==> src/rtl/core/jpeg_marker_dht_parser_unit_defines.svh <==
// assertion helpers for the parser top-level rtl
`ifndef JPEG_MARKER_DHT_PARSER_UNIT_DEFINES_SVH
`define JPEG_MARKER_DHT_PARSER_UNIT_DEFINES_SVH

// same-cycle implication, held off while in reset
`define JMDP_ASSERT_NOW(label, clk_s, rst_s, ante, cons) \
  label: assert property (@(posedge clk_s) disable iff (rst_s) (ante) |-> (cons)) \
    else $error("jmdp same-cycle check failed");

// next-cycle implication, held off while in reset
`define JMDP_ASSERT_NEXT(label, clk_s, rst_s, ante, cons) \
  label: assert property (@(posedge clk_s) disable iff (rst_s) (ante) |=> (cons)) \
    else $error("jmdp next-cycle check failed");

`endif

==> src/rtl/core/jmdp_pkg.sv <==
`default_nettype none
package jmdp_pkg;

  localparam int MAX_CODE_LENGTH = 16;
  localparam int LEN_IDX_W = $clog2(MAX_CODE_LENGTH);
  localparam int LEN_SRCH_W = LEN_IDX_W + 1;

  localparam logic [15:0] MARKER_BASE = 16'hFFC0;
  localparam logic [15:0] MARKER_DHT = 16'hFFC4;
  localparam logic [15:0] MARKER_EOI = 16'hFFD9;
  localparam logic [15:0] MARKER_SOI = 16'hFFD8;
  localparam logic [15:0] MARKER_SOS = 16'hFFDA;
  localparam logic [7:0] BYTE_FF = 8'hFF;
  localparam logic [7:0] EOI_LOW = MARKER_EOI[7:0];

  localparam int FIFO_DEPTH = 4;
  localparam int FIFO_PTR_W = $clog2(FIFO_DEPTH);
  localparam int FIFO_CNT_W = FIFO_PTR_W + 1;

  typedef enum logic [3:0] {
    PH_MARK_HI,
    PH_MARK_LO,
    PH_LEN_HI,
    PH_LEN_LO,
    PH_SKIP,
    PH_DHT_LEN_HI,
    PH_DHT_LEN_LO,
    PH_DHT_TABLE,
    PH_DHT_COUNTS,
    PH_DHT_SYMS,
    PH_SCAN,
    PH_HALT
  } phase_t;

  typedef enum logic [2:0] {
    EV_SEGMENT,
    EV_HUFF,
    EV_EOI,
    EV_NO_MARKER,
    EV_DHT_MISMATCH
  } event_t;

  typedef struct packed {
    event_t      kind;
    logic [5:0]  marker_index;
    logic [31:0] segment_offset;
    logic [7:0]  table_number;
    logic [4:0]  code_length;
    logic [15:0] code_bits;
    logic [7:0]  symbol_value;
    logic        last;
  } res_t;

  // results made by one byte, first goes out first
  typedef struct packed {
    logic [1:0] count;
    res_t       first;
    res_t       second;
  } step_t;

  typedef struct packed {
    logic halted;
  } core_status_t;

endpackage
`default_nettype wire

==> src/rtl/core/jpeg_marker_dht_parser_unit.sv <==
// path: input register, then a four-word queue, drained one per cycle on out_ready
// throughput: one byte per cycle while the queue has room; the end-of-image byte
//   and the last symbol of a bad huffman table give two words
// reset: synchronous rst clears the parse state, position counter, byte-held flag and
//   queue; the code-length count table keeps its contents and is rewritten per table
`default_nettype none
`include "jpeg_marker_dht_parser_unit_defines.svh"
module jpeg_marker_dht_parser_unit import jmdp_pkg::*; (
  input  wire logic        clk,
  input  wire logic        rst,
  input  wire logic        in_valid,
  output logic             in_ready,
  input  wire logic [7:0]  data_byte,
  output logic             out_valid,
  input  wire logic        out_ready,
  output logic [2:0]       event_kind,
  output logic [5:0]       marker_index,
  output logic [31:0]      segment_offset,
  output logic [7:0]       table_number,
  output logic [4:0]       code_length,
  output logic [15:0]      code_bits,
  output logic [7:0]       symbol_value,
  output logic             last_of_run
);

  logic         byte_held;
  logic [7:0]   byte_reg;
  logic         adv;
  logic         fifo_space;
  step_t        step;
  core_status_t status;
  res_t         head;

  assign adv      = byte_held && fifo_space;
  assign in_ready = !byte_held || adv;

  always_ff @(posedge clk) begin
    if (rst) begin
      byte_held <= 1'b0;
    end else if (in_valid && in_ready) begin
      byte_held <= 1'b1;
    end else if (adv) begin
      byte_held <= 1'b0;
    end
  end

  always_ff @(posedge clk) begin
    if (in_valid && in_ready) byte_reg <= data_byte;
  end

  jmdp_core u_core (
    .clk    (clk),
    .rst    (rst),
    .adv    (adv),
    .data   (byte_reg),
    .step   (step),
    .status (status)
  );

  jmdp_res_fifo u_fifo (
    .clk        (clk),
    .rst        (rst),
    .push       (step),
    .pop        (out_valid && out_ready),
    .head       (head),
    .head_valid (out_valid),
    .space      (fifo_space)
  );

  assign event_kind     = head.kind;
  assign marker_index   = head.marker_index;
  assign segment_offset = head.segment_offset;
  assign table_number   = head.table_number;
  assign code_length    = head.code_length;
  assign code_bits      = head.code_bits;
  assign symbol_value   = head.symbol_value;
  assign last_of_run    = head.last;

  `JMDP_ASSERT_NOW(a_no_push_when_full, clk, rst, !fifo_space, step.count == 2'd0)
  `JMDP_ASSERT_NEXT(a_pair_then_halt, clk, rst, step.count == 2'd2, status.halted)
  `JMDP_ASSERT_NEXT(a_halt_sticks, clk, rst, status.halted, status.halted)

endmodule
`default_nettype wire

==> src/rtl/core/jmdp_core.sv <==
`default_nettype none
module jmdp_core import jmdp_pkg::*; (
  input  wire logic         clk,
  input  wire logic         rst,
  input  wire logic         adv,
  input  wire logic [7:0]   data,
  output step_t             step,
  output core_status_t      status
);

  phase_t                 parse_phase, parse_phase_next;
  logic [31:0]            byte_position, byte_position_next;
  logic [31:0]            marker_start, marker_start_next;
  logic [7:0]             word_high_byte, word_high_byte_next;
  logic [15:0]            declared_length, declared_length_next;
  logic [15:0]            skip_remaining, skip_remaining_next;
  logic [7:0]             current_table, current_table_next;
  logic [7:0]             length_counts [MAX_CODE_LENGTH];
  logic [MAX_CODE_LENGTH-1:0] count_nonzero, count_nonzero_next;
  logic [LEN_IDX_W-1:0]   length_index, length_index_next;
  logic [7:0]             symbols_left, symbols_left_next;
  logic [15:0]            next_code, next_code_next;
  logic [15:0]            dht_consumed, dht_consumed_next;
  logic                   saw_ff, saw_ff_next;

  logic                   counts_we;
  logic                   do_marker;
  logic [15:0]            marker_id;
  logic                   do_finish;
  logic [LEN_SRCH_W-1:0]  found;
  logic [LEN_SRCH_W-1:0]  shift;
  logic [MAX_CODE_LENGTH-1:0] mask_full;
  logic [7:0]             found_count;
  logic [15:0]            code_inc;
  logic [15:0]            skip_len;
  res_t                   rec;

  // lowest set bit at or above start, MAX_CODE_LENGTH when none
  function automatic logic [LEN_SRCH_W-1:0] first_from(
    input logic [MAX_CODE_LENGTH-1:0] mask,
    input logic [LEN_SRCH_W-1:0] start
  );
    logic [LEN_SRCH_W-1:0] r;
    r = LEN_SRCH_W'(MAX_CODE_LENGTH);
    for (int i = MAX_CODE_LENGTH - 1; i >= 0; i--) begin
      if (mask[i] && (LEN_SRCH_W'(i) >= start)) r = LEN_SRCH_W'(i);
    end
    return r;
  endfunction

  function automatic step_t push_res(input step_t s, input res_t r);
    step_t t;
    t = s;
    if (s.count == 2'd0) t.first = r;
    else t.second = r;
    t.count = s.count + 2'd1;
    return t;
  endfunction

  assign status.halted = (parse_phase == PH_HALT);

  always_comb begin
    parse_phase_next     = parse_phase;
    byte_position_next   = byte_position;
    marker_start_next    = marker_start;
    word_high_byte_next  = word_high_byte;
    declared_length_next = declared_length;
    skip_remaining_next  = skip_remaining;
    current_table_next   = current_table;
    count_nonzero_next   = count_nonzero;
    length_index_next    = length_index;
    symbols_left_next    = symbols_left;
    next_code_next       = next_code;
    dht_consumed_next    = dht_consumed;
    saw_ff_next          = saw_ff;
    counts_we            = 1'b0;
    do_marker            = 1'b0;
    marker_id            = {word_high_byte, data};
    do_finish            = 1'b0;
    found                = '0;
    shift                = '0;
    found_count          = '0;
    mask_full            = count_nonzero;
    code_inc             = next_code + 16'd1;
    skip_len             = (declared_length[15:8] != 8'd0 || data >= 8'd2)
                           ? {declared_length[15:8], data} - 16'd2 : 16'd0;
    rec                  = '0;
    step                 = '0;

    if (adv) begin
      byte_position_next = byte_position + 32'd1;
      case (parse_phase)
        PH_MARK_HI: begin
          marker_start_next   = byte_position;
          word_high_byte_next = data;
          parse_phase_next    = PH_MARK_LO;
        end
        PH_MARK_LO: begin
          do_marker = 1'b1;
        end
        PH_LEN_HI: begin
          declared_length_next = {data, 8'h00};
          parse_phase_next     = PH_LEN_LO;
        end
        PH_DHT_LEN_HI: begin
          declared_length_next = {data, 8'h00};
          parse_phase_next     = PH_DHT_LEN_LO;
        end
        PH_LEN_LO: begin
          declared_length_next = {declared_length[15:8], data};
          skip_remaining_next  = skip_len;
          parse_phase_next     = (skip_len == 16'd0) ? PH_MARK_HI : PH_SKIP;
        end
        PH_SKIP: begin
          skip_remaining_next = skip_remaining - 16'd1;
          if (skip_remaining == 16'd1) parse_phase_next = PH_MARK_HI;
        end
        PH_DHT_LEN_LO: begin
          declared_length_next = {declared_length[15:8], data};
          parse_phase_next     = PH_DHT_TABLE;
        end
        PH_DHT_TABLE: begin
          current_table_next = data;
          dht_consumed_next  = 16'd1;
          length_index_next  = '0;
          parse_phase_next   = PH_DHT_COUNTS;
        end
        PH_DHT_COUNTS: begin
          counts_we                        = 1'b1;
          count_nonzero_next[length_index] = (data != 8'd0);
          mask_full                        = count_nonzero_next;
          dht_consumed_next                = dht_consumed + 16'd1;
          length_index_next                = length_index + LEN_IDX_W'(1);
          if (length_index == LEN_IDX_W'(MAX_CODE_LENGTH - 1)) begin
            // table complete: land on the first nonzero length
            next_code_next = 16'd0;
            found          = first_from(mask_full, '0);
            if (found == LEN_SRCH_W'(MAX_CODE_LENGTH)) begin
              do_finish = 1'b1;
            end else begin
              found_count = (found[LEN_IDX_W-1:0] == length_index)
                            ? data : length_counts[found[LEN_IDX_W-1:0]];
              length_index_next = found[LEN_IDX_W-1:0];
              symbols_left_next = found_count;
              parse_phase_next  = PH_DHT_SYMS;
            end
          end
        end
        PH_DHT_SYMS: begin
          rec.kind         = EV_HUFF;
          rec.table_number = current_table;
          rec.code_length  = {1'b0, length_index} + 5'd1;
          rec.code_bits    = next_code;
          rec.symbol_value = data;
          step             = push_res(step, rec);
          dht_consumed_next = dht_consumed + 16'd1;
          if (symbols_left != 8'd1) begin
            symbols_left_next = symbols_left - 8'd1;
            next_code_next    = code_inc;
          end else begin
            // skip empty lengths, one left shift per length passed
            found = first_from(count_nonzero, {1'b0, length_index} + LEN_SRCH_W'(1));
            shift = found - {1'b0, length_index};
            next_code_next = code_inc << shift;
            symbols_left_next = 8'd0;
            if (found == LEN_SRCH_W'(MAX_CODE_LENGTH)) begin
              do_finish = 1'b1;
            end else begin
              found_count       = length_counts[found[LEN_IDX_W-1:0]];
              length_index_next = found[LEN_IDX_W-1:0];
              symbols_left_next = found_count;
            end
          end
        end
        PH_SCAN: begin
          if (saw_ff && data == EOI_LOW) begin
            saw_ff_next = 1'b0;
            do_marker   = 1'b1;
            marker_id   = MARKER_EOI;
          end else if (data == BYTE_FF) begin
            saw_ff_next       = 1'b1;
            marker_start_next = byte_position;
          end else begin
            saw_ff_next = 1'b0;
          end
        end
        PH_HALT: begin
        end
        default: begin
          parse_phase_next = PH_HALT;
        end
      endcase

      if (do_finish) begin
        if (dht_consumed_next != declared_length - 16'd2) begin
          rec                = '0;
          rec.kind           = EV_DHT_MISMATCH;
          rec.segment_offset = marker_start;
          step               = push_res(step, rec);
          parse_phase_next   = PH_HALT;
        end else begin
          parse_phase_next = PH_MARK_HI;
        end
      end

      if (do_marker) begin
        rec                = '0;
        rec.segment_offset = marker_start;
        if (marker_id < MARKER_BASE) begin
          rec.kind         = EV_NO_MARKER;
          step             = push_res(step, rec);
          parse_phase_next = PH_HALT;
        end else begin
          rec.kind         = EV_SEGMENT;
          rec.marker_index = 6'(marker_id - MARKER_BASE);
          step             = push_res(step, rec);
          if (marker_id == MARKER_DHT) begin
            parse_phase_next = PH_DHT_LEN_HI;
          end else if (marker_id == MARKER_EOI) begin
            rec.kind         = EV_EOI;
            rec.marker_index = '0;
            step             = push_res(step, rec);
            parse_phase_next = PH_HALT;
          end else if (marker_id == MARKER_SOI) begin
            parse_phase_next = PH_MARK_HI;
          end else if (marker_id == MARKER_SOS) begin
            saw_ff_next      = 1'b0;
            parse_phase_next = PH_SCAN;
          end else begin
            parse_phase_next = PH_LEN_HI;
          end
        end
      end

      if (step.count == 2'd1) step.first.last = 1'b1;
      if (step.count == 2'd2) step.second.last = 1'b1;
    end
  end

  always_ff @(posedge clk) begin
    if (rst) begin
      parse_phase     <= PH_MARK_HI;
      byte_position   <= '0;
      marker_start    <= '0;
      word_high_byte  <= '0;
      declared_length <= '0;
      skip_remaining  <= '0;
      current_table   <= '0;
      count_nonzero   <= '0;
      length_index    <= '0;
      symbols_left    <= '0;
      next_code       <= '0;
      dht_consumed    <= '0;
      saw_ff          <= 1'b0;
    end else begin
      parse_phase     <= parse_phase_next;
      byte_position   <= byte_position_next;
      marker_start    <= marker_start_next;
      word_high_byte  <= word_high_byte_next;
      declared_length <= declared_length_next;
      skip_remaining  <= skip_remaining_next;
      current_table   <= current_table_next;
      count_nonzero   <= count_nonzero_next;
      length_index    <= length_index_next;
      symbols_left    <= symbols_left_next;
      next_code       <= next_code_next;
      dht_consumed    <= dht_consumed_next;
      saw_ff          <= saw_ff_next;
    end
  end

  // count table holds no reset, every entry is written before it is read
  always_ff @(posedge clk) begin
    if (counts_we) length_counts[length_index] <= data;
  end

endmodule
`default_nettype wire

==> src/rtl/core/jmdp_res_fifo.sv <==
`default_nettype none
module jmdp_res_fifo import jmdp_pkg::*; (
  input  wire logic   clk,
  input  wire logic   rst,
  input  wire step_t  push,
  input  wire logic   pop,
  output res_t        head,
  output logic        head_valid,
  output logic        space
);

  res_t                  entries [FIFO_DEPTH];
  logic [FIFO_PTR_W-1:0] wr_ptr, rd_ptr;
  logic [FIFO_CNT_W-1:0] fill;

  assign head       = entries[rd_ptr];
  assign head_valid = (fill != '0);
  // room for a whole byte's worth of words
  assign space      = (fill <= FIFO_CNT_W'(FIFO_DEPTH - 2));

  always_ff @(posedge clk) begin
    if (rst) begin
      wr_ptr <= '0;
      rd_ptr <= '0;
      fill   <= '0;
    end else begin
      wr_ptr <= wr_ptr + FIFO_PTR_W'(push.count);
      rd_ptr <= rd_ptr + FIFO_PTR_W'(pop);
      fill   <= fill + FIFO_CNT_W'(push.count) - FIFO_CNT_W'(pop);
    end
  end

  always_ff @(posedge clk) begin
    if (push.count != 2'd0) entries[wr_ptr] <= push.first;
    if (push.count == 2'd2) entries[wr_ptr + FIFO_PTR_W'(1)] <= push.second;
  end

endmodule
`default_nettype wire
==> config.mk <==
export PLATFORM = sky130hd
export DESIGN_NAME = jpeg_marker_dht_parser_unit
export DESIGN_NICKNAME = d
export VERILOG_FILES = /design/src/rtl/core/jmdp_pkg.sv /design/src/rtl/core/jpeg_marker_dht_parser_unit.sv /design/src/rtl/core/jmdp_core.sv /design/src/rtl/core/jmdp_res_fifo.sv
export VERILOG_INCLUDE_DIRS = /design/src /design/src/rtl/core
export SDC_FILE = /design/constraint.sdc
export NUM_CORES = 1
export LEC_CHECK = 0
export ABC_AREA = 1
export BUFFER_PORTS_ARGS = -buffer_cell sky130_fd_sc_hd__buf_4
export CORE_MARGIN = 3
export CORE_UTILIZATION = 35
export CTS_CLUSTER_DIAMETER = 150
export DETAILED_ROUTE_END_ITERATION = 10
export GPL_TIMING_DRIVEN = 0
export SLEW_MARGIN = 20
export SYNTH_ARGS = -nofsm -noshare
export SYNTH_HDL_FRONTEND = slang
export SYNTH_HIERARCHICAL = 1
export SYNTH_SLANG_ARGS = --single-unit
==> constraint.sdc <==
create_clock -name clk -period 6.65 [get_ports clk]
set_input_delay 1.33 -clock clk [delete_from_list [all_inputs] [get_ports clk]]
set_output_delay 1.33 -clock clk [all_outputs]
set_load 0.02 [all_outputs]
Word level (Yosys, flattened, before mapping). Memory sizes are Yosys's and may differ from the RTL's. A register that Yosys moved wholly into a read port is not among the register bits. Cells that the tools add are included.

Flip-flop bits (word level): 193. Bits in writable memories: 444. Bits of input ports: 12. Output and inout bits: 81. Word-level logic and storage cells: 283. Memories kept: 2.

Add/subtract/negate cells: 19. Order comparisons: 21. Equal/unequal tests: 37. Shift-type cells: 1. Mux-type cells: 129. Bitwise logic cells: 1. Reductions and logical operators: 54.

Memories: u_fifo.entries (words 4, width 79, rd ports 1, clocked after Yosys merged registers in 1, wr ports 2, line jmdp_res_fifo.sv:12) `res_t entries [FIFO_DEPTH];`; u_core.length_counts (words 16, width 8, rd ports 2, clocked after Yosys merged registers in 0, wr ports 1, line jmdp_core.sv:18) `logic [7:0] length_counts [MAX_CODE_LENGTH];`.

Operators by type and width (count): $mux W160 (10); $mux W79 (8); $mux W5 (38); $mux W159 (1); $pmux W16 S2 (4); $mux W16 (7); $eq A16 B16 Y1 const B (4); $mux W32 (2); $pmux W32 S2 (1); $mux W4 (15); $ge A4 B5 Y1 const A (8); $mux W8 (5); $pmux W4 S9 (1); $add A16 B1 Y16 const B (2); $add A32 B1 Y32 const B (1); $sub A16 B2 Y16 const B (2); $mux W1 (29); $logic_and A1 B1 Y1 (21); $eq A4 B4 Y1 const B (5); $ge A3 B5 Y1 const A (4); $bwmux W16 (1); $eq A16 B1 Y1 const B (1); $eq A4 B3 Y1 const B (4); $eq A8 B8 Y1 const B (2); other kinds (53) (86).

Logic depth before layout (Yosys ltp). Gate-level depths: netlist of the first run.

Depth in word-level cells: 45. Depth in mapped cells: 36. Depth with buffers taken out: 32.

Modules after synthesis. The synthesis of the first run kept the hierarchy.

By module, submodules not included: jmdp_core (times used 1, cells each 2737, area an instance 19518.7 um^2, seq. area each 7387.1 um^2); jmdp_res_fifo (times used 1, cells each 1768, area an instance 16467.0 um^2, seq. area each 9629.2 um^2); jpeg_marker_dht_parser_unit (times used 1, cells each 18, area an instance 302.8 um^2, seq. area each 260.2 um^2).

Worst setup path before layout of the first run. Ideal clock, no wire load.

Path kind: register to register. From: reg u_core.dht_consumed[1]. To: mem u_fifo/entries[3][0] (netlist bit), enable pin. Library setup time: 0.788 ns. Arrival time: 5.053 ns. Required time: 5.862 ns. Path slack: 0.809 ns. Stages on the path, launching flop included: 31. Path buffers: 1. Period minus slack after synthesis: 5.841 ns. Cell sequence: dfxtp_1 -> ha_1 -> nand3_1 -> inv_1 -> nand3_1 -> nor2_1 -> inv_1 -> nor2_1 -> inv_1 -> nor2_1 -> nand2_1 -> o21ai_0 -> o21ai_0 -> xnor2_1 -> nor2_1 -> nand2_1 -> nor2_1 -> nand3_2 -> ha_1 -> o21ai_2 -> inv_2 -> ha_1 -> xor2_1 -> nand2_1 -> nand3_1 -> inv_1 -> inv_2 -> nor2_4 -> nand2_2 -> clkbuf_1 -> nand2_1.

RTL lines: from (decl) (line jmdp_core.sv:23) `logic [15:0] dht_consumed, dht_consumed_next;`; from (signal assigned) (line jmdp_core.sv:267) `dht_consumed <= dht_consumed_next;`; to (decl) (line jmdp_res_fifo.sv:12).

==> flow_metrics.tcl, run 1 <==
set metrics [dict create \
    core_mm2 0.1023 \
    switching_share 0.3500 \
    grt_setup_unrepaired "false" \
    fin_ws_ps 614.2 \
    stdcell_count 6165 \
    grt_antenna_before_repair 0 \
    critPathCaptureType "flip-flop" \
    regMostFlops "u_fifo/entries" \
    start_kind "flip-flop" \
    ys_warn_count 6 \
    synth_cells 4522 \
    largest_reg_flops 316 \
    place_ws_ps 458.8 \
    status "finished, final reports clean" \
    crit_arrival_ps 6360 \
    final_util 0.4060 \
    grt_pass1_vias 30470 \
    holdBufCountCts 0 \
    grt_usage 0.2177 \
    hold_viol_final 0 \
    numCtsBuffers 72 \
    p_per_area_mw_per_mm2 287.1 \
    worst_slew_margin_rel 0.1929 \
    dp_hpwl_mm 86.62 \
    r2r_slack_ps 610 \
    diodes 0 \
    rr_endpoint "u_fifo/entries[3][13]$_DFFE_PP_" \
    grt-ovfl-total 0 \
    clock_skew_ps 52.37 \
    via_per_inst 5.290 \
    rows 117 \
    comb_power_share 0.276 \
    tritoncts "done" \
    h-tree-depth 3 \
    area_delta_synth_final_pct 14.49 \
    final_nets 4778 \
    period_share 0.9076 \
    syn_avg_cell_area_um2 8.024 \
    grt_max_degree 42 \
    top_regs "u_fifo/entries (316), u_core/length_counts (128)" \
    post-cts-setup-buffers 0 \
    start_util 0.3546 \
    antenna_left 0 \
    design_area_mm2 0.04154 \
    wl_per_cell_um 19.56 \
    r2r_start "u_core/length_index[0]$_SDFFE_PP0P_" \
    drv_cap 0 \
    p_clk_frac 0.339 \
    dr.pass1.iters 7 \
    cts-root-buf "clkbuf_16" \
    hp-start "u_core/byte_position[8]$_SDFFE_PP0P_" \
    setup_viol 0 \
    hp-class "flip-flop to flip-flop" \
    holdPathEnd "u_core/marker_start[8]$_SDFFE_PP0P_" \
    vdd_drop_max_v 0.0001802 \
    grt_pass1_wl_mm 182.2 \
    tightest_slew_ps 1206 \
    drive_gt1_frac 0.1178 \
    p_leak_uw 0.01528 \
    numClockSinks 637 \
    p_sw_uw 4174 \
    holdWs_ps 447.0 \
    post_dp_cell_area_mm2 0.03910 \
    dieHeight_um 328.0 \
    critical_path_class "flip-flop to flip-flop" \
    dp.cells 6032 \
    max-clock-path-buffers 3 \
    slew_viol_final 0 \
    ios 93 \
    seqPwrFrac 0.385 \
    min_period_ps 6036 \
    hold_depth 2 \
    drcViolationCount 0 \
    die_x_um 328.0 \
    syn-cell-area_mm2 0.03628 \
    clk_pin_slew_ps 60 \
    route.vias.total 32610 \
    intPower_uw 7753 \
    critPathRequiredTime_ps 6980 \
    gp_congestion 0.9447 \
    wirelength_mm 120.6 \
    io_buffers 92 \
    fmax_mhz 165.7 \
    crit_fanout 41 \
    r2r_cells 26 \
    dieArea_mm2 0.1076 \
    insertion_delay_ps 680 \
    drtIter0Drc 3594 \
]
## through the flow
step                TNS, ps  power, uW
CTS                       0      11990
finish                    0      11930
global route              0      12460
floorplan                 0       6577
detailed placement        0       7939
global placement    -631770       7917
## layout by cell type (no fill, tap or decap), drive strengths merged, types with 30 or more instances in the layout
cell type / n
a21oi: 299
buf: 291
clkbuf: 222
clkinv: 32
conb: 38
dfxtp: 185
edfxtp: 452
inv: 523
nand2: 1005
nand3: 472
nor2: 258
nor3: 63
nor3b: 30
o211ai: 95
o21ai: 615
xor2: 46
## how the worst max path moves through the flow
stage                                                   start  slack (ps)                              end  depth (start not counted)
final                     u_core/length_index[0]$_SDFFE_PP0P_         610  u_fifo/entries[3][13]$_DFFE_PP_                         26
after global routing       u_core/parse_phase[1]$_SDFFE_PP0P_         200   u_fifo/entries[3][6]$_DFFE_PP_                         27
after CTS                  u_core/parse_phase[1]$_SDFFE_PP0P_         410   u_fifo/entries[3][7]$_DFFE_PP_                         28
after detailed placement   u_core/parse_phase[1]$_SDFFE_PP0P_         460  u_fifo/entries[3][12]$_DFFE_PP_                         28
after global placement                  byte_reg[4]$_DFFE_PP_       -2190  u_fifo/entries[3][55]$_DFFE_PP_                         16
after floorplan           u_core/dht_consumed[1]$_SDFFE_PP0P_         810   u_fifo/entries[3][0]$_DFFE_PP_                         30
## power groups by stage
stage	clock (uW)	sequential, uW	combinational, uW
2_1_floorplan	0	4610	1960
3_3_place_gp	0	4690	3230
3_5_place_dp	0	4670	3270
4_1_cts	4120	4580	3280
5_1_grt	4280	4610	3570
6_report	4050	4590	3290
## repair_timing
item	in CTS	in global routing
resized for setup	0	1
setup endpoints to repair	0	42
endpoints found under the hold margin	0	0
## metal layers
layer	share of wire	up-vias	global-route usage	routed length, um
met4	0.031	0	0.07419	3772
met3	0.082	208	0.03669	9927
met1	0.44	15330	0.3020	52720
met5	0	-	0	0
met2	0.45	1399	0.3437	54200
li1	-	15670	-	-
## layout make-up
| class | instances | area [um^2] |
|---|---|---|
| tap | 1368 | 1712 |
| sequential | 637 | 17280 |
| fill | 10350 | 60780 |
| buffer | 307 | 1784 |
| clock buffer | 101 | 2023 |
| timing repair buffer | 106 | 935.9 |
| inverter | 529 | 1993 |
| multi-input combinational | 3085 | 15430 |
| clock inverter | 32 | 387.9 |
## worst max-delay path: stages (launching register included)
cell and delay [ps]:
dfxtp_1 440, buf_4 260, inv_1 160, ha_1 440, inv_1 210, nor3_1 380
nand3_1 180, a31oi_1 200, inv_1 90, nor3_2 230, nand2_2 130, inv_2 90
nand2_2 60, nand2_4 140, inv_2 80, o21ai_2 120, inv_2 80, ha_1 300
xor2_1 160, nand2_1 80, nand3_1 100, inv_1 200, inv_2 100, nor2_4 140
nand2_2 290, nand2_4 630, buf_16 350
(Power assumes the default switching activity.)
==> inputs of run 2 (changes only) <==
--- a/config.mk
+++ b/config.mk
@@ -13,6 +13,7 @@
 export CTS_CLUSTER_DIAMETER = 150
 export DETAILED_ROUTE_END_ITERATION = 10
 export GPL_TIMING_DRIVEN = 0
+export RECOVER_POWER = 50
 export SLEW_MARGIN = 20
 export SYNTH_ARGS = -nofsm -noshare
 export SYNTH_HDL_FRONTEND = slang
==> run 2 against run 1 <==
  * Worst setup slack worse by 210 ps
  * Hold slack barely moved
  * Wire length is essentially flat
  * Core utilization down 0.47 points
  * Critical path type unchanged
  * Die area unchanged
  * Sequential power hardly changed
  * Clock power about the same
  * Critical path depth up 2
==> flow_metrics.tcl, run 2 (same netlist as run 1, synthesis figures left out) <==
set metrics [dict create \
    wirelength_mm 120.6 \
    regMostFlops "u_fifo/entries" \
    hp-class "flip-flop to flip-flop" \
    max-clock-path-buffers 3 \
    h-tree-depth 3 \
    period_share 0.9399 \
    numCtsBuffers 72 \
    dp_hpwl_mm 86.62 \
    min_period_ps 6250 \
    rows 117 \
    tritoncts "done" \
    slew_viol_final 0 \
    largest_reg_flops 316 \
    grt_antenna_before_repair 0 \
    start_util 0.3546 \
    gp_congestion 0.9447 \
    crit_fanout 12 \
    cts-root-buf "clkbuf_16" \
    fmax_mhz 160.0 \
    dp.cells 6032 \
    grt-ovfl-total 0 \
    switching_share 0.3558 \
    hold_viol_final 0 \
    seqPwrFrac 0.392 \
    drive_gt1_frac 0.09318 \
    p_sw_uw 4162 \
    final_nets 4778 \
    comb_power_share 0.262 \
    worst_path_max_delay_cell "clkbuf_1" \
    start_kind "flip-flop" \
    antenna_left 0 \
    area_delta_synth_final_pct 13.18 \
    p_clk_frac 0.346 \
    grt_pass1_vias 30470 \
    tightest_slew_ps 1210 \
    p_leak_uw 0.01489 \
    dr.pass1.iters 6 \
    grt_usage 0.2177 \
    n_fill_cell 10460 \
    insertion_delay_ps 680 \
    multiInputGateArea_mm2 0.01538 \
    drv_cap 0 \
    dieHeight_um 328.0 \
    die_x_um 328.0 \
    worst_slew_margin_rel 0.1901 \
    top_regs "u_fifo/entries (316), u_core/length_counts (128)" \
    clock_skew_ps 48.91 \
    holdWs_ps 447.3 \
    crit_arrival_ps 6740 \
    drtIter0Drc 3587 \
    clk_pin_slew_ps 60 \
    dieArea_mm2 0.1076 \
    grt_max_degree 42 \
    intPower_uw 7535 \
    wl_per_cell_um 19.56 \
    p_per_area_mw_per_mm2 284.8 \
    route.vias.total 32680 \
    layout_common_cells "nand2_1 (980), inv_1 (493), nand3_1 (467)" \
    seq_area_mm2 0.01728 \
    slowest_delay_ps 720 \
    critical_path_class "flip-flop to flip-flop" \
    via_per_inst 5.301 \
    stdcell_count 6165 \
    status "finished, final reports clean" \
    critPathRequiredTime_ps 7140 \
    diodes 0 \
    numClockSinks 637 \
    final_util 0.4013 \
    grt_pass1_wl_mm 182.2 \
    setup_viol 0 \
    holdBufCountCts 0 \
    drcViolationCount 0 \
    vdd_drop_max_v 0.0001810 \
    core_mm2 0.1023 \
    ios 93 \
    critPathCaptureType "flip-flop" \
    final_common_cell "nand2_1" \
    grt_setup_unrepaired "false" \
    io_buffers 92 \
    finalSetupTns_ps 0 \
    cpMostUsedCell "inv_2" \
]
run 2: cell types whose count changed in the layout (fill, tap and decap cells not counted), sizes merged:
cell and change:
buf -116, clkbuf +116
run 2: worst max-delay path, delay by kind of cell (launching register included):
kind | cells | cell delay (ps)
xor+xnor | 1 | 160
fa+ha+maj | 1 | 300
simple gates | 13 | 2090
flops | 1 | 610
compound gates | 3 | 340
buf+inv | 10 | 2560
run 2: power groups by stage:
stage	Combinational, uW	Clock [uW]	Sequential [uW]
finish	3060	4050	4590
global placement	3230	0	4690
CTS	3280	4120	4580
global route	3340	4280	4600
floorplan	1960	0	4610
detailed placement	3270	0	4670
run 2: timing repair:
| item | in CTS | in global routing |
|---|---|---|
| setup endpoints to repair | 0 | 42 |
| buffers inserted | 0 | 0 |
| resized for setup | 0 | 1 |
run 2: area by class of cell:
type / count / area share
inverter: 529 / 0.04854
clock buffer: 101 / 0.04927
buffer: 307 / 0.04132
sequential: 637 / 0.4207
clock inverter: 32 / 0.009445
multi-input combinational: 3085 / 0.3745
timing repair buffer: 106 / 0.01453
tap: 1368 / 0.04168
run 2: final timing paths:
| kind | from | depth (start not counted) | slack (ps) | end |
|---|---|---|---|---|
| setup / recovery | byte_reg[2]$_DFFE_PP_ | 28 | 400 | u_fifo/entries[2][25]$_DFFE_PP_ |
| setup reg to reg | byte_reg[2]$_DFFE_PP_ | 28 | 400 | u_fifo/entries[2][25]$_DFFE_PP_ |
| hold / removal | u_core/byte_position[8]$_SDFFE_PP0P_ | 2 | 450 | u_core/marker_start[8]$_SDFFE_PP0P_ |
| hold reg to reg | u_core/byte_position[8]$_SDFFE_PP0P_ | 2 | 450 | u_core/marker_start[8]$_SDFFE_PP0P_ |
run 2: stage by stage:
| stage | cell area (um^2) | worst slack [ps] | total power, uW |
|---|---|---|---|
| after global routing | 41070 | 116.6 | 12230 |
| after global placement | 38830 | -2191 | 7917 |
| after detailed placement | 39100 | 458.8 | 7939 |
| after CTS | 41510 | 408.9 | 11990 |
| after floorplan | 36420 | 809.3 | 6577 |
| final | 41070 | 399.9 | 11700 |
run 2: metal layers:
layer / global-route usage / wire length, um / vias to the layer above
met5: 0 / 0 / -
met4: 0.07419 / 3912 / 0
met3: 0.03669 / 9947 / 244
met2: 0.3437 / 54130 / 1445
met1: 0.3020 / 52610 / 15320
li1: - / - / 15670
